<file path="src/hw/rtl/vsws_pkg.sv">
`timescale 1ns / 1ps
package vsws_pkg;
  localparam int FRAMES = 16;
  localparam int PROCESSES = 4;
  localparam int PAGE_BITS = 16;
  localparam int FIDX_W = $clog2(FRAMES);
  localparam int FCNT_W = $clog2(FRAMES + 1);
  localparam int PID_W = 2;

  localparam logic [1:0] OP_CREATE = 2'd0;
  localparam logic [1:0] OP_READ = 2'd1;
  localparam logic [1:0] OP_WRITE = 2'd2;
  localparam logic [1:0] OP_TERM = 2'd3;

  localparam logic [2:0] ST_HIT = 3'd0;
  localparam logic [2:0] ST_FAULT = 3'd1;
  localparam logic [2:0] ST_NOFREE = 3'd2;
  localparam logic [2:0] ST_CREATED = 3'd3;
  localparam logic [2:0] ST_TERM = 3'd4;

  localparam logic [1:0] REG_MIN = 2'd0;
  localparam logic [1:0] REG_MAX = 2'd1;
  localparam logic [1:0] REG_THR = 2'd2;

  typedef struct packed {
    logic [1:0]  opcode;
    logic [1:0]  pid;
    logic [15:0] page_number;
  } req_t;

  typedef struct packed {
    logic [2:0]  status;
    logic [3:0]  frame;
    logic [4:0]  resident_count;
    logic        interval_closed;
    logic [31:0] access_count;
    logic [31:0] total_faults;
    logic [31:0] interval_count;
    logic [31:0] resident_sum;
  } rsp_t;

  // one sweep request to the frame table
  localparam logic [2:0] SW_LOOKUP = 3'd0;
  localparam logic [2:0] SW_CLOSE = 3'd1;
  localparam logic [2:0] SW_FREE = 3'd2;
  localparam logic [2:0] SW_COUNT = 3'd3;

  typedef struct packed {
    logic                 start;
    logic [2:0]           mode;
    logic [PID_W-1:0]     pid;
    logic [PAGE_BITS-1:0] page;
  } sweep_cmd_t;

  typedef struct packed {
    logic              done;
    logic              hit;
    logic              have_free;
    logic [FIDX_W-1:0] slot;
    logic [FCNT_W-1:0] count;
  } sweep_rsp_t;

  function automatic logic [31:0] sat_inc(input logic [31:0] a);
    sat_inc = (a == 32'hFFFF_FFFF) ? a : a + 32'd1;
  endfunction
endpackage

</file>
<file path="src/hw/rtl/vsws_frame_table.sv">
`timescale 1ns / 1ps
module vsws_frame_table (
  input  logic                    clk,
  input  logic                    rst,
  input  vsws_pkg::sweep_cmd_t    cmd,
  output vsws_pkg::sweep_rsp_t    rsp
);
  import vsws_pkg::*;

  logic [FRAMES-1:0] valid;
  logic [FRAMES-1:0] used;
  logic [PID_W-1:0]  owner [FRAMES];
  logic [PAGE_BITS-1:0] page [FRAMES];

  logic              busy;
  logic [2:0]        mode;
  logic [PID_W-1:0]  pid;
  logic [PAGE_BITS-1:0] key;
  logic [FCNT_W-1:0] idx;
  logic              hit;
  logic              have_free;
  logic [FIDX_W-1:0] slot;
  logic [FIDX_W-1:0] free_slot;
  logic [FCNT_W-1:0] count;
  logic              done;

  logic [FIDX_W-1:0] i;
  logic              mine;
  logic              last;
  assign i = idx[FIDX_W-1:0];
  assign mine = valid[i] && owner[i] == pid;
  assign last = idx == FCNT_W'(FRAMES - 1);

  assign rsp.done = done;
  assign rsp.hit = hit;
  assign rsp.have_free = have_free;
  assign rsp.slot = hit ? slot : free_slot;
  assign rsp.count = count;

  // sweep one frame per cycle
  always_ff @(posedge clk) begin
    done <= 1'b0;
    if (rst) begin
      busy <= 1'b0;
      valid <= '0;
      used <= '0;
    end else if (cmd.start) begin
      busy <= 1'b1;
      mode <= cmd.mode;
      pid <= cmd.pid;
      key <= cmd.page;
      idx <= '0;
      hit <= 1'b0;
      have_free <= 1'b0;
      slot <= '0;
      free_slot <= '0;
      count <= '0;
    end else if (busy) begin
      case (mode)
        SW_LOOKUP: begin
          if (mine && page[i] == key) begin
            hit <= 1'b1;
            slot <= i;
            used[i] <= 1'b1;
          end else if (!have_free && !valid[i]) begin
            have_free <= 1'b1;
            free_slot <= i;
          end
          if ((mine && page[i] == key) || last) begin
            busy <= 1'b0;
            done <= 1'b1;
            // load on miss, if a free frame was found
            if (!(mine && page[i] == key)) begin
              if (have_free) begin
                valid[free_slot] <= 1'b1;
                owner[free_slot] <= pid;
                page[free_slot] <= key;
                used[free_slot] <= 1'b1;
              end else if (!valid[i]) begin
                valid[i] <= 1'b1;
                owner[i] <= pid;
                page[i] <= key;
                used[i] <= 1'b1;
              end
            end
          end
        end
        SW_CLOSE: begin
          if (mine) begin
            if (!used[i]) begin
              valid[i] <= 1'b0;
              owner[i] <= '0;
              page[i] <= '0;
            end else begin
              used[i] <= 1'b0;
              count <= count + FCNT_W'(1);
            end
          end
        end
        SW_FREE: begin
          if (mine) begin
            valid[i] <= 1'b0;
            used[i] <= 1'b0;
            owner[i] <= '0;
            page[i] <= '0;
          end
        end
        default: begin
          if (mine) count <= count + FCNT_W'(1);
        end
      endcase
      idx <= idx + FCNT_W'(1);
      if (mode != SW_LOOKUP && last) begin
        busy <= 1'b0;
        done <= 1'b1;
      end
    end
  end
endmodule

</file>
<file path="config.mk">
export PLATFORM = sky130hd
export DESIGN_NAME = vsws_frame_table
export DESIGN_NICKNAME = d
export VERILOG_FILES = /design/src/hw/rtl/vsws_pkg.sv /design/src/hw/rtl/vsws_frame_table.sv
export SDC_FILE = /design/constraint.sdc
export NUM_CORES = 1
export LEC_CHECK = 0
export BUFFER_PORTS_ARGS = -buffer_cell sky130_fd_sc_hd__buf_2
export CAP_MARGIN = 30
export CORE_UTILIZATION = 60
export CTS_CLUSTER_DIAMETER = 200
export DETAILED_ROUTE_END_ITERATION = 16
export GPL_TIMING_DRIVEN = 0
export PLACE_DENSITY = 0.77
export SYNTH_ARGS = -nofsm -noshare
export SYNTH_HDL_FRONTEND = slang
export SYNTH_SLANG_ARGS = --single-unit
export TNS_END_PERCENT = 10
</file>
<file path="constraint.sdc">
create_clock -name clk -period 8.2 [get_ports clk]
set_input_delay 0.41 -clock clk [delete_from_list [all_inputs] [get_ports clk]]
set_output_delay 0.41 -clock clk [all_outputs]
set_load 0.01 [all_outputs]
</file>
* Word level (Yosys, flattened, before mapping)
Memories as Yosys holds them, arrays and structs flattened. A register that Yosys moved wholly into a read port is not among the register bits.
Cells that the tools add are included.
** Word-level totals
- Bits in writable memories :: 288
- Input bits :: 24
- Memories :: 2
- Register bits :: 75
** Memories
- page :: words 16, bits a word 16, rd ports 1, clocked after Yosys merged registers in 1, write ports 1, RTL line vsws_frame_table.sv:13 : logic [PAGE_BITS-1:0] page [FRAMES];
- owner :: words 16, bits a word 2, rd ports 1, clocked after Yosys merged registers in 1, write ports 1, RTL line vsws_frame_table.sv:12 : logic [PID_W-1:0] owner [FRAMES];
** Cells by class
- Bitwise gates (word level) :: 15
- Eq/ne operators :: 15
- Order comparisons :: 4
- Muxes and demuxes :: 102
- Add/subtract/negate cells :: 2
- Reduce and logical (&&, ||, !) cells :: 28
** Operators with widths (number)
- $mux 16 :: 22
- $pmux 16 s3 :: 2
- $or 16x16->16 :: 5
- $mux 4 :: 14
- $mux 1 :: 51
- $and 16x16->16 :: 2
- $mux 5 :: 5
- $eq 16x16->1 :: 1
- $not 16->16 :: 1
- $reduce_or 16->1 :: 1
- $ne 2x2->1 const B :: 7
- $add 5x1->5 const B :: 2
- $lt 4x5->1 const B :: 2
- $pmux 5 s2 :: 1
- $reduce_and 5->1 :: 2
- $reduce_bool 2->1 :: 5
- $reduce_and 9->1 :: 1
- $bmux 1 s4 :: 2
- $demux 1 s4 :: 2
- $ge 4x1->1 const B :: 2
- $logic_and 1x1->1 :: 6
- $mux 2 :: 3
- $ne 3x3->1 const B :: 2
- $reduce_and 6->1 :: 1
- other kinds (15) :: 24

* Longest topological paths before layout
- Depth in word-level cells :: 16
- Depth in mapped cells :: 14
- Depth with buffers taken out :: 9

* Least setup slack after synthesis
No wires, ideal clock.
- Path kind :: register -> register
- From :: reg idx[0]
- To :: mem owner[10][0] (enable)
- Cell stages (with the launch flop) :: 11
- Arrival :: 4.244 ns
- Path buffers :: 3
- Slack :: 3.533 ns
- Setup time :: 0.423 ns
- Data required time :: 7.777 ns
- Cell sequence :: edfxtp_1 > buf_2 > buf_2 > mux4_2 > a22o_1 > a221oi_1 > nand2b_1 > a2111o_1 > o21a_2 > buf_6 > o32ai_1
** Between the ends
- Word-level cells in the longest chain between the ends :: 15
- Elaborated cells between the ends (all ways) :: 42
- Classes of those cells :: eq/ne (1); mux (35); bitwise (2); reduce/logical (4)
** Ends and longest elaborated chain
- start: declaration :: RTL line vsws_frame_table.sv:19 : logic [FCNT_W-1:0] idx;
- start signal: assignment :: RTL line vsws_frame_table.sv:112 : idx <= idx + FCNT_W'(1);
- $bmux 1 s4 :: RTL line vsws_frame_table.sv:31, vsws_frame_table.sv:79
- $mux 1 (implied by the code) :: RTL line vsws_frame_table.sv:31, vsws_frame_table.sv:79
- $mux 1 or $logic_and 1x1->1 (tied branches) :: RTL line vsws_frame_table.sv:79, vsws_frame_table.sv:31
- $mux 1 or $logic_and 1x1->1 (tied branches) :: RTL line vsws_frame_table.sv:74, vsws_frame_table.sv:73
- $mux 1 or $logic_or 1x1->1 (tied branches) :: RTL line vsws_frame_table.sv:73, vsws_frame_table.sv:69
- $mux 1 :: RTL line vsws_frame_table.sv:69 : if ((mine && page[i] == key) || last) begin
- $mux 1 :: RTL line vsws_frame_table.sv:59 : case (mode)
- $mux 1 :: RTL line vsws_frame_table.sv:58 : end else if (busy) begin
- $mux 1 :: RTL line vsws_frame_table.sv:47 : end else if (cmd.start) begin
- $mux 1 :: RTL line vsws_frame_table.sv:43 : if (rst) begin
- $mux 1 (implied by the code) :: RTL line vsws_frame_table.sv:81 : owner[i] <= pid;
- $or 1x1->1 (no source line) (2 in series)
- $reduce_or 2->1 (no source line)
- $mux 4 (no source line) or $mux 1 (tied branches)
- end: declaration :: RTL line vsws_frame_table.sv:12
Parallel ways exist; a longest one is shown, timed or not. The select of a mux whose other input is x is not followed.

==> metrics.txt <==
Yosys cell types a little under 60; Max Used Layer met4; most common cell after layout, fill and taps aside edfxtp_1; Inserted Diodes 0; DR iter-0 viols just over 1000; Post-synth EDFFs 329; largest net degree at the start of global routing 23; WL per Instance 27.4 um; Final Hold Fails 0; final worst slack about 2.7 ns; Crit Path Max Fanout 12; Required @ worst endpoint around 8.4 ns; CTS tree done; outcome completed; met2 wire length 18700 um; CTS buffer count 38; fin crit share 0.670; Critical Path AT about 5.7 ns; CP Launch Type flip-flop; Post-Syn Area between 0.015 and 0.02 mm2; Crit Reg-Reg Endpoint page[12][8]$_DFFE_PP_; final core utilization 0.720; clock skew roughly 0.013 ns; Die Y-Extent 164 um; max_cap viols 0; die area approximately 0.027 mm2; Chip Width 164 um; routability cong. ~0.9; most numerous cell on the critical path buf_2; Vias/cell about 6.7; DR pass1 iterations 7; Setup violations, final 0; Max-slew headroom 0.323; Hold Path Depth 1; Detailed Route WL between 30000 and 40000 um; min cycle time layout 5.50 ns; layout cell share with drive strength beyond 1 0.247; WP buf/inv 5; register area share after synthesis 0.678; first-pass GRT wire length between 50000 and 60000 um; PD cells roughly 230 mW/mm2; Syn Nets 993; CTS hold repair buffers 0; dpl hpwl between 20000 and 25000 um; DP Worst Slack 2.73 ns; fmax around 180 MHz; Met3 Routed Length between 3000 and 4000 um; Sink Count 367; Synth-to-Final Area Change 16.4%; cts repair resizes 0; initial antenna violation count 0; Pleak approximately 5.8 nW; end of the worst hold path key[10]$_DFFE_PP_; Rows 58; met1 wire length approximately 15000 um; CP Capture Type flip-flop; worst reg-to-reg setup slack ~2.7 ns; Worst VDD drop between 200 and 250 uV; via count approximately 9400; ys async rst share 0; commonest non-fill, non-tap cells in the layout edfxtp_1, mux4_2, buf_2; clock latency at the later pin of the worst-skew pair roughly 0.53 ns; Critical-path top delay cell o32ai_4; PortBufs 35; Avg Cell Area, Syn ~16 um2; global route overflow 0; Worst R2R Path Depth 14; Max stage delay on crit path about 0.88 ns; RSZ-0062 raised after global routing false; HP Class in -> reg; final hold slack 0.0488 ns; Main synth FF type edfxtp_1; critical hold path startpoint cmd[10]; Core ar. roughly 0.025 mm2; Root Driver clkbuf_16; final net count 1084; Worst Tran Pin Value between 1 and 1.5 ns; Starting Density 0.618; DRC violations left 0; crit-path cells buf_2 > buf_2 > buf_2 > mux4_2 > mux2i_1 > mux2i_1 > xnor2_1 > nand4_1 > nor3_2 > a21oi_2 > o21a_2 > buf_6 > o32ai_4 > buf_6; fin. max-slew vios 0; Post-Synthesis Cells roughly 960; Yosys Warn Count 0; Yosys reg bits about 370; critical path type reg -> reg; Total GRT Usage 0.299; Worst-path clk slew about 0.06 ns; CP top delay family buffers and inverters; Final ANT Viol Nets 0; setup bufs post-CTS 0; number of global-route vias before repair 9359; Ports 36; setup TNS 0 ns; H-tree levels 2; Clock Path Buffers 3
worst max-delay path by stage:
stage,start,endpoint,slack (ns),depth (start not counted)
2_1_floorplan,idx[0]$_SDFFCE_PP0P_,owner[10][0]$_DFFE_PP_,3.53,10
5_1_grt,flip-flop,page[12][8]$_DFFE_PP_,2.50,14
6_report,flip-flop,page[12][8]$_DFFE_PP_,2.70,14
3_3_place_gp,flip-flop,page[6][1]$_DFFE_PP_,0.56,12
4_1_cts,flip-flop,page[12][8]$_DFFE_PP_,2.72,14
3_5_place_dp,flip-flop,page[12][6]$_DFFE_PP_,2.73,14
kinds of logic (layout without fill, tap and decap cells):
kind of cell,count (synthesis),after routing,share of synthesized area
mux,132,132,0.144
simple gates,210,210,0.0680
flops,367,367,0.678
buf+inv,71,191,0.0241
compound gates,146,146,0.0640
fa+ha+maj,6,6,0.00478
xor+xnor,31,31,0.0173
stage by stage:
| stage | cell area [um2] | cells | total power [W] |
|---|---|---|---|
| 3_3_place_gp | 16300 | 1328 | 0.00243 |
| 4_1_cts | 18300 | 1413 | 0.00428 |
| 5_1_grt | 18300 | 1413 | 0.00437 |
| 3_5_place_dp | 16900 | 1344 | 0.00245 |
| 6_report | 18300 | 1413 | 0.00428 |
| 2_1_floorplan | 15700 | 963 | 0.00234 |
where the power goes:
group | switching [W] | internal (W) | total, W
sequential | 0.0000149 | 0.00206 | 0.00207
combinational | 0.000208 | 0.000133 | 0.000341
clock | 0.000726 | 0.00114 | 0.00186
final cells by class:
cell class                 instances  area [um2]
buffer                            61         342
clock buffer                      42         997
clock inverter                    27         357
fill                            1555        7110
inverter                          10        37.5
multi-input combinational        525        4990
sequential                       367       10600
tap                              330         413
timing repair buffer              51         512
worst reg2reg max path, stage by stage (launching register included):
cell	delay [ns]
dfxtp_1	0.30
buf_2	0.28
buf_2	0.41
buf_2	0.42
mux4_2	0.36
mux2i_1	0.16
mux2i_1	0.11
xnor2_1	0.45
nand4_1	0.22
nor3_2	0.64
a21oi_2	0.11
o21a_2	0.36
buf_6	0.23
o32ai_4	0.88
buf_6	0.27
state kept, by name, indices dropped and copies added (netlist names), 2 cells and up, named ones only:
| signal | flops |
|---|---|
| count | 5 |
| idx | 5 |
| valid | 16 |
| key | 16 |
| pid | 2 |
| page | 256 |
| slot | 4 |
| owner | 32 |
| free_slot | 4 |
| mode | 3 |
| used | 16 |
synth_stat cells (all sizes together), types with 3 or more instances:
cell	instances	share of area
clkbuf	24	0.0060
a221oi	5	0.0028
mux2i	43	0.027
o22ai	5	0.0020
edfxtp	329	0.63
o211ai	3	0.0014
nand3	27	0.0086
mux4	74	0.11
nand2	44	0.011
and2	21	0.0084
o32ai	15	0.0084
o21ai	35	0.011
buf	37	0.016
a31oi	29	0.012
a211oi	15	0.0084
dfxtp	38	0.048
nor3	3	0.0013
mux2	15	0.011
xor2	11	0.0061
or2	18	0.0072
ha	6	0.0048
inv	10	0.0024
nand2b	11	0.0044
xnor2	20	0.011
nand4	8	0.0032
nor2	46	0.011
a21oi	22	0.0073
nor2b	26	0.010
layer usage:
metal / vias to the layer above / global-route usage
li1: 3993 / -
met1: 4732 / 0.413
met2: 569 / 0.486
met3: 107 / 0.0525
met4: 0 / 0.101
met5: - / 0
Note: power is estimated with default switching activity, not from simulation.
